--- src/rtl/perceptron_classify_train_top_assert.svh ---
// Assertion macros for the top level of the perceptron block.
`ifndef PERCEPTRON_CLASSIFY_TRAIN_TOP_ASSERT_SVH
`define PERCEPTRON_CLASSIFY_TRAIN_TOP_ASSERT_SVH

// Same-cycle implication, disabled while reset is asserted.
`define PCT_ASSERT_IMPL(name, clk, rst_n, ante, cons, msg) \
	name: assert property (@(posedge clk) disable iff (!rst_n) (ante) |-> (cons)) \
	else $error(msg);

// Next-cycle implication, disabled while reset is asserted.
`define PCT_ASSERT_NEXT(name, clk, rst_n, ante, cons, msg) \
	name: assert property (@(posedge clk) disable iff (!rst_n) (ante) |=> (cons)) \
	else $error(msg);

`endif

--- src/rtl/pct_pkg.sv ---
`default_nettype none
package pct_pkg;

	localparam int MAX_FEATURES     = 8;
	localparam int NUM_FEATURES_DEF = 8;
	localparam int NUM_WEIGHTS      = 9;
	localparam logic [3:0] BIAS_IDX = 4'd8;
	localparam int SUM_W            = 36;
	localparam logic [15:0] LR_RESET = 16'd256;
	localparam logic signed [15:0] BIAS_X = 16'sd256;

	typedef enum logic [2:0] {
		CMD_CLASSIFY = 3'd0,
		CMD_TRAIN    = 3'd1,
		CMD_WRITE    = 3'd2,
		CMD_READ     = 3'd3,
		CMD_CLEAR    = 3'd4
	} cmd_t;

	localparam logic [1:0] ERR_ZERO = 2'b00;
	localparam logic [1:0] ERR_POS  = 2'b01;
	localparam logic [1:0] ERR_NEG  = 2'b11;

	typedef struct packed {
		logic adv1;
		logic adv2;
	} lane_ctl_t;

	function automatic logic signed [15:0] sat16(input logic signed [17:0] v);
		logic signed [15:0] r;
		if (v > 18'sd32767)
			r = 16'sd32767;
		else if (v < -18'sd32768)
			r = -16'sd32768;
		else
			r = v[15:0];
		return r;
	endfunction

endpackage
`default_nettype wire

--- src/rtl/pct_lane.sv ---
`default_nettype none
module pct_lane (
	input  logic               clk,
	input  pct_pkg::lane_ctl_t ctl,
	input  logic signed [15:0] x,
	input  logic signed [15:0] w,
	input  logic [15:0]        learn_rate,
	input  logic               err_neg,
	output logic signed [31:0] prod_s1,
	output logic signed [15:0] w_upd
);
	import pct_pkg::*;

	logic [16:0]        mag_x;
	logic [32:0]        p_rnd;
	logic [16:0]        step_s1, step_s2;
	logic               xneg_s1, xneg_s2;
	logic signed [17:0] delta;
	logic signed [17:0] total;

	always_comb begin
		mag_x = x[15] ? (17'd0 - {x[15], x}) : {x[15], x};
		// round half away from zero back to Q8.8
		p_rnd = (33'(learn_rate) * 33'(mag_x)) + 33'd32768;
	end

	always_ff @(posedge clk) begin
		if (ctl.adv1) begin
			prod_s1 <= 32'(x) * 32'(w);
			step_s1 <= p_rnd[32:16];
			xneg_s1 <= x[15];
		end
		if (ctl.adv2) begin
			step_s2 <= step_s1;
			xneg_s2 <= xneg_s1;
		end
	end

	always_comb begin
		delta = (xneg_s2 ^ err_neg) ? -$signed({1'b0, step_s2}) : $signed({1'b0, step_s2});
		total = 18'(w) + delta;
		w_upd = sat16(total);
	end

endmodule
`default_nettype wire

--- config.mk ---
export PLATFORM = sky130hd
export DESIGN_NAME = pct_lane
export DESIGN_NICKNAME = d
export VERILOG_FILES = /design/src/rtl/perceptron_classify_train_top_assert.svh /design/src/rtl/pct_pkg.sv /design/src/rtl/pct_lane.sv
export SDC_FILE = /design/constraint.sdc
export NUM_CORES = 1
export LEC_CHECK = 0
export ABC_AREA = 1
export BUFFER_PORTS_ARGS = -buffer_cell sky130_fd_sc_hd__buf_4
export CORE_MARGIN = 2
export CORE_UTILIZATION = 31
export CTS_CLUSTER_SIZE = 24
export DETAILED_ROUTE_END_ITERATION = 10
export HOLD_SLACK_MARGIN = 0.1
export PLACE_DENSITY = 0.55
export RECOVER_POWER = 100
export SYNTH_ARGS = -nofsm -noshare
export SYNTH_HDL_FRONTEND = slang
export SYNTH_SLANG_ARGS = --single-unit
--- constraint.sdc ---
create_clock -name clk -period 17.65 [get_ports clk]
set_clock_uncertainty 0.1 [all_clocks]
set_input_delay 2.6475 -clock clk [delete_from_list [all_inputs] [get_ports clk]]
set_output_delay 2.6475 -clock clk [all_outputs]
set_load 0.03 [all_outputs]
==> flow_metrics.env <==
export IMPL_synth_flop_cell="edfxtp_1"
export IMPL_yosysWarnings=0
export IMPL_cts_tree="yes"
export IMPL_drive_gt1_frac=0.0358
export IMPL_place_congestion=0.902
export IMPL_hold_path_startpoint="step_s1[3]"
export IMPL_seq_area_frac_synth=0.0855
export IMPL_n_fill_cell=8269
export IMPL_rrSetupSlack_ps=16890
export IMPL_die_area_sq_um=79200
export IMPL_tightestPinTransition_ps=2930
export IMPL_yosysTopAreaCell="fa_1"
export IMPL_die_y_um=281
export IMPL_whs_path_depth=0
export IMPL_antenna_found_initial=3
export IMPL_htree_levels=3
export IMPL_finalCritPeriodShare=0.617
export IMPL_drv_cap=3
export IMPL_antennaDiodeCount=0
export IMPL_core_sq_um=76100
export IMPL_multiInputGateArea_sq_um=18200
export IMPL_status="complete, but fails checks"
export IMPL_crit_start="x[0]"
export IMPL_cp_end_kind="flip-flop"
export IMPL_wl_um=66700
export IMPL_cts_buffer_depth=2
export IMPL_vias=18500
export IMPL_critPathArrivalTime_ps=10910
export IMPL_layout_nets=3835
export IMPL_ant_nets=0
export IMPL_synthTopCellsByArea="fa_1, inv_1, nand2_1"
export IMPL_crit_required_ps=17680
export IMPL_cts_sinks=68
export IMPL_async_reset_ff_frac=0
export IMPL_gr_total_overflow=0
export IMPL_cts_hold_buffers_added=0
export IMPL_dp_hpwl_um=57100
export IMPL_wl_per_cell_um=16.1
export IMPL_grtUsageTotal=0.177
export IMPL_max_slew_margin=-0.953
export IMPL_cts_resized=0
export IMPL_r2r_cells=0
export IMPL_cpMaxStageDelayCell="clkbuf_1"
export IMPL_worstReg2RegEnd="step_s2[6]"
export IMPL_initial_utilization=0.314
export IMPL_fp_row_count=101
export IMPL_drt_iter0_markers=1025
export IMPL_drc=0
export IMPL_port_buffers=99
export IMPL_clk_insertion_delay_late_ps=370
export IMPL_final_cell_mix="inv_1, nand2_1, fa_1, nor2_1, ha_1"
export IMPL_setup_viol=0
export IMPL_synth_cell_area_sq_um=23900
export IMPL_grt_max_degree=51
export IMPL_rsz0062_at_grt="false"
export IMPL_startpoint_type="primary input"
export IMPL_hold_path_class="reg2reg"
export IMPL_syn_area_per_cell_sq_um=7.80
export IMPL_path_delay_family="adder cells"
export IMPL_r2r_start="step_s1[6]"
export IMPL_synth_top_area_frac=0.394
export IMPL_root_buffer="clkbuf_16"
export IMPL_cpPeakStageDelay_ps=1400
export IMPL_hold_viol_final=0
export IMPL_clkTransAtPathRegs_ps=60
export IMPL_postCtsSetupBuffers=0
export IMPL_syn_to_final_growth_pct=7.49
export IMPL_seq_area_sq_um=2040
export IMPL_crit_buf_inv=5
export IMPL_hold_end="step_s2[3]"
export IMPL_path_class="in2reg"
export IMPL_fmaxAchievable_ghz=0.0919
export IMPL_io_pins=100
export IMPL_via_per_inst=4.48
export IMPL_firstDrtPassIters=5
export IMPL_final_common_cell="inv_1"
export IMPL_die_x_um=281
export IMPL_critPathMaxFanout=34
export IMPL_fin_setup_tns_ps=0
export IMPL_grt_pass1_wl_um=109000
export IMPL_synth_cell_types=47
export IMPL_finalCriticalPeriod_ps=10880
export IMPL_cp_common_cell="nand2_1"
export IMPL_grt_pass1_vias=20000
export IMPL_slew_violations=124
export IMPL_violations="capacitance limit, slew limit"
export IMPL_netlist_instances=3061
export IMPL_ys_seq_elements=68
export IMPL_synth_edf_count=68
export IMPL_cts_inserted_buffers=9
## per-stage QoR
step,utilization,hold slack [ps],instance area [sq um],setup slack (ps),cells
after floorplan,-,300,23900,8860,3075
after global placement,0.336,303,25600,8080,4116
after detailed placement,0.336,305,25600,8050,4116
after CTS,0.340,317,25900,8430,4132
after global routing,0.337,331,25700,6330,4132
final,0.337,317,25700,6770,4132
## sequential cells by signal, summed over array words and instances (netlist names)
name and flops:
step_s2 17, xneg_s1 1, step_s1 17, xneg_s2 1, prod_s1 32
## synthesized netlist by cell type, types with 5 or more instances
cell      instances
o21ai_0          38
nor4_1            5
xor2_1           45
o21bai_1          7
nand4_1           9
buf_2             8
xnor2_1          23
edfxtp_1         68
inv_1           852
a21oi_1          70
a31oi_1           5
nand2_2          10
ha_1            216
a21o_1            9
nor3_1           17
nand2_1         752
nor2_4           13
clkinv_1          5
clkbuf_1         65
inv_2            10
nor2_1          237
buf_6             5
nand3_1          74
buf_1             9
fa_1            470
## kinds of logic (layout without fill, tap and decap cells)
logic type	count (synthesis)	after routing	share of synthesized area
flops	68	68	0.0855
simple gates	1133	1133	0.193
xor+xnor	70	70	0.0263
other cells	2	16	0.000315
buf+inv	959	986	0.153
compound gates	143	143	0.0338
fa+ha+maj	686	686	0.507
## final cells by class
type,instances,area share
clock inverter,6,0.00254
timing repair buffer,99,0.0218
inverter,871,0.128
multi-input combinational,2048,0.709
sequential,68,0.0796
clock buffer,10,0.00892
tap,1030,0.0502
## per-layer routing
metal,up-vias,global-route usage,share of wire
li1,8900,-,-
met1,9087,0.230,0.44
met2,420,0.307,0.48
met3,106,0.0224,0.046
met4,4,0.0517,0.031
met5,-,0,0.00045
## worst max path at each step
stage / end / slack, ps / cells past startpoint
4_1_cts: step_s1[10] / 8430 / 29
6_report: step_s1[10] / 6770 / 29
3_5_place_dp: step_s1[10] / 8050 / 29
3_3_place_gp: step_s1[10] / 8080 / 29
5_1_grt: step_s1[16] / 6330 / 29
2_1_floorplan: step_s1[10] / 8860 / 33
Power is left out: the tool's default activity adds up to more than one toggle a clock period on the data nets, which glitch-free logic cannot reach.
