## src/rtl/perceptron_classify_train_top_assert.svh

```systemverilog
// Assertion macros for the top level of the perceptron block.
`ifndef PERCEPTRON_CLASSIFY_TRAIN_TOP_ASSERT_SVH
`define PERCEPTRON_CLASSIFY_TRAIN_TOP_ASSERT_SVH

// Same-cycle implication, disabled while reset is asserted.
`define PCT_ASSERT_IMPL(name, clk, rst_n, ante, cons, msg) \
	name: assert property (@(posedge clk) disable iff (!rst_n) (ante) |-> (cons)) \
	else $error(msg);

// Next-cycle implication, disabled while reset is asserted.
`define PCT_ASSERT_NEXT(name, clk, rst_n, ante, cons, msg) \
	name: assert property (@(posedge clk) disable iff (!rst_n) (ante) |=> (cons)) \
	else $error(msg);

`endif

```

## src/rtl/pct_pkg.sv

```systemverilog
`default_nettype none
package pct_pkg;

	localparam int MAX_FEATURES     = 8;
	localparam int NUM_FEATURES_DEF = 8;
	localparam int NUM_WEIGHTS      = 9;
	localparam logic [3:0] BIAS_IDX = 4'd8;
	localparam int SUM_W            = 36;
	localparam logic [15:0] LR_RESET = 16'd256;
	localparam logic signed [15:0] BIAS_X = 16'sd256;

	typedef enum logic [2:0] {
		CMD_CLASSIFY = 3'd0,
		CMD_TRAIN    = 3'd1,
		CMD_WRITE    = 3'd2,
		CMD_READ     = 3'd3,
		CMD_CLEAR    = 3'd4
	} cmd_t;

	localparam logic [1:0] ERR_ZERO = 2'b00;
	localparam logic [1:0] ERR_POS  = 2'b01;
	localparam logic [1:0] ERR_NEG  = 2'b11;

	typedef struct packed {
		logic adv1;
		logic adv2;
	} lane_ctl_t;

	function automatic logic signed [15:0] sat16(input logic signed [17:0] v);
		logic signed [15:0] r;
		if (v > 18'sd32767)
			r = 16'sd32767;
		else if (v < -18'sd32768)
			r = -16'sd32768;
		else
			r = v[15:0];
		return r;
	endfunction

endpackage
`default_nettype wire

```

## src/rtl/pct_merge.sv

```systemverilog
`default_nettype none
module pct_merge #(
	parameter int NUM_LANES = pct_pkg::NUM_FEATURES_DEF + 1
) (
	input  logic               clk,
	input  pct_pkg::lane_ctl_t ctl,
	input  logic signed [31:0] prod [NUM_LANES],
	output logic               pos
);
	import pct_pkg::*;

	logic signed [SUM_W-1:0] acc;
	logic signed [SUM_W-1:0] sum_s2;

	always_comb begin
		acc = '0;
		for (int i = 0; i < NUM_LANES; i++)
			acc = acc + SUM_W'(prod[i]);
	end

	always_ff @(posedge clk) begin
		if (ctl.adv2)
			sum_s2 <= acc;
	end

	// strictly positive
	assign pos = !sum_s2[SUM_W-1] && (sum_s2 != '0);

endmodule
`default_nettype wire

```

## config.mk

```make
export PLATFORM = sky130hd
export DESIGN_NAME = pct_merge
export DESIGN_NICKNAME = d
export VERILOG_FILES = /design/src/rtl/perceptron_classify_train_top_assert.svh /design/src/rtl/pct_pkg.sv /design/src/rtl/pct_merge.sv
export SDC_FILE = /design/constraint.sdc
export NUM_CORES = 1
export LEC_CHECK = 0
export BUFFER_PORTS_ARGS = -buffer_cell sky130_fd_sc_hd__buf_4
export CAP_MARGIN = 25
export CORE_AREA = 2 2 174 176
export CTS_CLUSTER_DIAMETER = 200
export DETAILED_ROUTE_END_ITERATION = 8
export DIE_AREA = 0 0 176 178
export GPL_TIMING_DRIVEN = 0
export PLACE_DENSITY = 0.57
export SYNTH_ARGS = -nofsm -noshare
export SYNTH_HDL_FRONTEND = slang
export SYNTH_SLANG_ARGS = --single-unit
```

## constraint.sdc

```tcl
create_clock -name clk -period 13.7 [get_ports clk]
set_clock_uncertainty 0.05 [all_clocks]
set_input_delay 2.055 -clock clk [delete_from_list [all_inputs] [get_ports clk]]
set_output_delay 2.055 -clock clk [all_outputs]
set_load 0.01 [all_outputs]
```

==> flow_summary.ini, run 1 <==
[timing]
finalHoldViolations = 0
finalSetupViolCount = 0
fin_setup_tns_ps = 0
finalCritPeriodShare = 0.472
fin_ws_ps = 7240
max_slew_margin = 0.697
min_period_ps = 6460
max_freq_mhz = 155
rsz0062_at_grt = false
worst_slew_pin_slew_ps = 451
slew_viol_final = 0

[worst_setup_path]
required_ps = 13670
cpMostUsedCell = fa_1
crit_family = adder cells
worstSetupStartpoint = prod[194]
path_class = input pin to flop
slowest_delay_ps = 560
critical_path_depth = 17
worstPathCellList = buf_4 > fa_1 > fa_1 > fa_1 > inv_1 > fa_1 > inv_1 > ha_1 > inv_1 > fa_1 > nand2b_2 > a21oi_4 > a31oi_4 > o31ai_4 > a21oi_2 > o31ai_2 > xor2_1
path_buf_inv = 4
critPathArrivalTime_ps = 6430
crit_fanout = 4
endpoint_kind = flop
crit_end = sum_s2[34]
cp-start-kind = input pin
slowest_stage = fa_1

[final_layout]
top_regs = sum_s2 x36
drive_gt1_frac = 0.276
largest_register_ffs = 36
area_growth_pct = 32.1
n_antenna_cell = 0
nets = 1696
final_cell_mix = inv_1, buf_4, fa_1
regMostFlops = sum_s2
final_common_cell = inv_1

[clocking]
cts_sinks = 36
ctsHoldBuffers = 0
htree_levels = 2
clock_path_buffers = 2
clk_pin_slew_ps = 50
cts_tree = done
cts_root_buf = clkbuf_16
cts_setup_buffers = 0
cts_made_buffers = 5
cts.repair.resized = 0

[pwr]
powerDensity_nw_per_um2 = 281
peakVddDrop_uv = 132
p_leak_nw = 5.90

[place]
place_ws_ps = 6920
io_buffers = 290
gp_congestion = 0.812
detailedPlacementHpwl_um = 17100

[yosys]
syn_inst = 845
yosys_warnings = 0
ys_ff_latch = 36
synth_ff_type = edfxtp_1
synthAdderAreaFrac = 0.571
synth.distinct_cells = 49
synth.area.mux_share = 0
synth-compound-area-share = 0.0794
synth_seq_area_share = 0.124
synth_top_family_by_area = adder cells
synth-edff-count = 36
synth_xor_area_frac = 0.0321
syn_avg_cell_area_um2 = 10.3
async_reset_ff_frac = 0
syn_nets = 1399
synth_simple_gate_area_share = 0.0608
syn_area_um2 = 8740

[run_status]
outcome = completed

[global_route]
antenna_found_initial = 0
grt_overflow = 0
grt_first_pass_wirelength_um = 31500
grt_max_degree = 37
first_global_vias = 7141
grt_usage = 0.121

[drt]
final_antenna_net_count = 0
first_iter_violations = 117
drt_pass1_iterations = 4
viasPerCell = 4.16
dr_total_vias = 6374
wirelength_um = 17900
wl_per_cell_um = 11.7
drc = 0

[floorplanning]
die_y_um = 178
coreArea_um2 = 29400
rows = 63
io_pins = 292
initial_utilization = 0.297
die-width_um = 176
dieArea_um2 = 31300

[worst_hold_path]
min_path_type = input pin to flop

[flow_run]
max-cap-violations = 0
-- power breakdown --
| group | internal, W | leakage, nW | switching (W) | total [W] |
|---|---|---|---|---|
| Clock | 0.0000669 | 0.0716 | 0.0000409 | 0.000108 |
| Sequential | 0.000333 | 0.352 | 0.0000148 | 0.000348 |
| Combinational | 0.00118 | 5.48 | 0.00161 | 0.00279 |
| Total | 0.00158 | 5.90 | 0.00166 | 0.00324 |
-- routing by layer --
layer	wire, um	vias up	track usage
met5	0	-	0
met4	110	0	0.0165
li1	-	3100	-
met1	7680	3072	0.159
met3	1060	6	0.0156
met2	9060	196	0.220
-- layout make-up --
| class | instances | area [um^2] |
|---|---|---|
| Tap cell | 390 | 488 |
| Multi-Input combinational cell | 502 | 6500 |
| Clock buffer | 5 | 125 |
| Buffer | 7 | 32.5 |
| Inverter | 300 | 1130 |
| Fill cell | 2929 | 17900 |
| Timing Repair Buffer | 290 | 2180 |
| Clock inverter | 3 | 17.5 |
| Sequential cell | 36 | 1080 |
-- kinds of logic (layout without fill, tap and decap cells) --
logic type	Yosys count	count (layout)
flip-flops	36	36
AO/OA/AOI/OAI	99	99
buffers and inverters	307	605
XOR/XNOR	32	32
adder cells (fa/ha/maj)	263	263
AND/OR/NAND/NOR	108	108
-- worst min-delay path by stage --
| stage | cells after the start | from | endpoint | slack, ps |
|---|---|---|---|---|
| floorplan | 0 | ctl[0] | sum_s2[0] | 2120 |
| global placement | 3 | prod[224] | sum_s2[0] | 2490 |
| detailed placement | 3 | prod[224] | sum_s2[0] | 2490 |
| CTS | 3 | prod[224] | sum_s2[0] | 2200 |
| global route | 1 | ctl[0] | sum_s2[0] | 2220 |
| finish | 1 | ctl[0] | sum_s2[0] | 2200 |
-- metrics by stage --
step	hold slack, ps	util	cells	total power [W]	cell area, um^2
final	2200	0.393	1533	0.00324	11500
after global routing	2220	0.393	1533	0.00369	11500
after CTS	2200	0.393	1533	0.00331	11500
after detailed placement	2490	0.388	1525	0.00317	11400
after global placement	2490	0.388	1525	0.00317	11400
after floorplan	2120	-	845	0.00252	8740
-- cells in the mapped netlist (2+ instances only) --
cell type | count | area [um^2]
o21ai_1 | 14 | 70.1
xor2_1 | 12 | 105
inv_1 | 300 | 1130
xnor2_1 | 20 | 175
o21a_1 | 3 | 22.5
nor2_1 | 22 | 82.6
clkbuf_1 | 2 | 7.51
and2_1 | 4 | 25.0
buf_2 | 5 | 25.0
nor4_1 | 9 | 56.3
a211oi_1 | 3 | 22.5
nand3_1 | 11 | 55.1
nor3_1 | 9 | 45.0
nor2b_1 | 4 | 25.0
and3_1 | 7 | 43.8
nand2b_1 | 2 | 12.5
a31o_1 | 3 | 26.3
a21oi_2 | 4 | 35.0
nand2_1 | 30 | 113
a31oi_1 | 5 | 31.3
fa_1 | 227 | 4540
edfxtp_1 | 36 | 1080
a21oi_1 | 32 | 160
o211ai_1 | 4 | 30.0
nand4_1 | 5 | 31.3
a21o_1 | 12 | 90.1
ha_1 | 36 | 450
o21ai_0 | 3 | 15.0
Note: power is estimated with default switching activity, not from simulation.
==> run 2: changes to the inputs <==
- PLACE_DENSITY: 0.57 -> 0.59
- clock period: 13.7 -> 5.6 ns (I/O delays scaled with it)
==> run 2 against run 1 <==
Flip-flop and latch count did not move. Clock power rose by 140%. Count of clock-buffer cells in the layout rose by 1. Hold slack got worse by 1200 ps. Largest power group unchanged.
==> flow_summary.ini, run 2 (same netlist as run 1, synthesis figures left out) <==
[timing]
finalHoldViolations = 0
slew_viol_final = 0
worst_slew_pin_slew_ps = 450
max_freq_mhz = 191
fin_setup_tns_ps = 0
min_period_ps = 5250
rsz0062_at_grt = false
fin_ws_ps = 353
finalCritPeriodShare = 0.937
max_slew_margin = 0.700
finalSetupViolCount = 0

[clocking]
clock_path_buffers = 2
cts_setup_buffers = 0
clk_pin_slew_ps = 50
htree_levels = 2
cts_tree = done
cts_made_buffers = 5
cts.repair.resized = 0
cts_root_buf = clkbuf_16
ctsHoldBuffers = 0
cts_sinks = 36

[pwr]
powerDensity_nw_per_um2 = 688
p_leak_nw = 5.89
peakVddDrop_uv = 293

[worst_setup_path]
slowest_stage = fa_1
slowest_delay_ps = 560
worstPathCellList = buf_4 > fa_1 > fa_1 > fa_1 > inv_1 > fa_1 > inv_1 > ha_1 > inv_1 > fa_1 > nand2b_2 > a21oi_4 > a31oi_4 > nand2b_1 > a21oi_2 > a21oi_1 > xnor2_1
required_ps = 5560
crit_fanout = 4
endpoint_kind = flop
critPathArrivalTime_ps = 5210
crit_family = adder cells
cp-start-kind = input pin
path_class = input pin to flop
path_buf_inv = 4
cpMostUsedCell = fa_1

[final_layout]
final_common_cell = inv_1
drive_gt1_frac = 0.275
top_regs = sum_s2 x36
fin_cells = 1533
nFillCells = 2939
largest_register_ffs = 36
nets = 1696
n_antenna_cell = 0
area_growth_pct = 32.1
final_cell_mix = inv_1, buf_4, fa_1
final_area_um2 = 11500
regMostFlops = sum_s2
post-route-util = 0.393

[global_route]
grt_usage = 0.121
grt_overflow = 0
first_global_vias = 7072
grt_first_pass_wirelength_um = 31400
grt_max_degree = 37
antenna_found_initial = 0

[place]
place_inst = 1525
gp_congestion = 0.807
placed_area_um2 = 11400
io_buffers = 290
detailedPlacementHpwl_um = 17200
place_ws_ps = 61.9

[floorplanning]
io_pins = 292
die_y_um = 178
initial_utilization = 0.297
coreArea_um2 = 29400
die-width_um = 176
dieArea_um2 = 31300
rows = 63

[drt]
wirelength_um = 18100
viasPerCell = 4.15
first_iter_violations = 120
dr_total_vias = 6361
final_antenna_net_count = 0
drc = 0
wl_per_cell_um = 11.8
drt_pass1_iterations = 4

[flow_run]
max-cap-violations = 0

[worst_hold_path]
min_path_type = input pin to flop

[run_status]
outcome = completed
run 2: cell types whose count changed in the layout (fill, tap and decap cells not counted), sizes merged:
cell / previous run / this run
inv: 301 / 300
clkbuf: 7 / 8
clkinvlp: 0 / 1
clkinv: 2 / 1
run 2: worst paths after layout:
path | cells past startpoint | slack [ps] | startpoint | endpoint
setup / recovery | 17 | 350 | prod[194] | sum_s2[32]
hold / removal | 1 | 990 | ctl[0] | sum_s2[0]
run 2: cell type report:
class	instances	area (um^2)	area share
buffer	7	32.5	0.00282
clock buffer	6	129	0.0112
clock inverter	2	11.3	0.000975
inverter	300	1130	0.0975
multi-input combinational	502	6500	0.563
sequential	36	1080	0.0936
tap	390	488	0.0423
timing repair buffer	290	2180	0.189
run 2: routing by layer:
layer / vias to the layer above / GRT usage / routed length (um)
li1: 3096 / - / -
met1: 3070 / 0.163 / 7820
met2: 193 / 0.217 / 9180
met3: 2 / 0.0126 / 1000
met4: 0 / 0.0134 / 75
met5: - / 0 / 0
run 2: report_power, final:
part	leakage (nW)	switching [W]	internal (W)
clock network	0.0645	0.0000964	0.000163
registers	0.352	0.0000379	0.000816
logic	5.48	0.00395	0.00289
run 2: metrics by stage:
| step | total power (W) | hold slack, ps |
|---|---|---|
| after floorplan | 0.00616 | 902 |
| after global placement | 0.00773 | 1270 |
| after detailed placement | 0.00776 | 1280 |
| after CTS | 0.00808 | 999 |
| after global routing | 0.00904 | 1010 |
| final | 0.00795 | 989 |
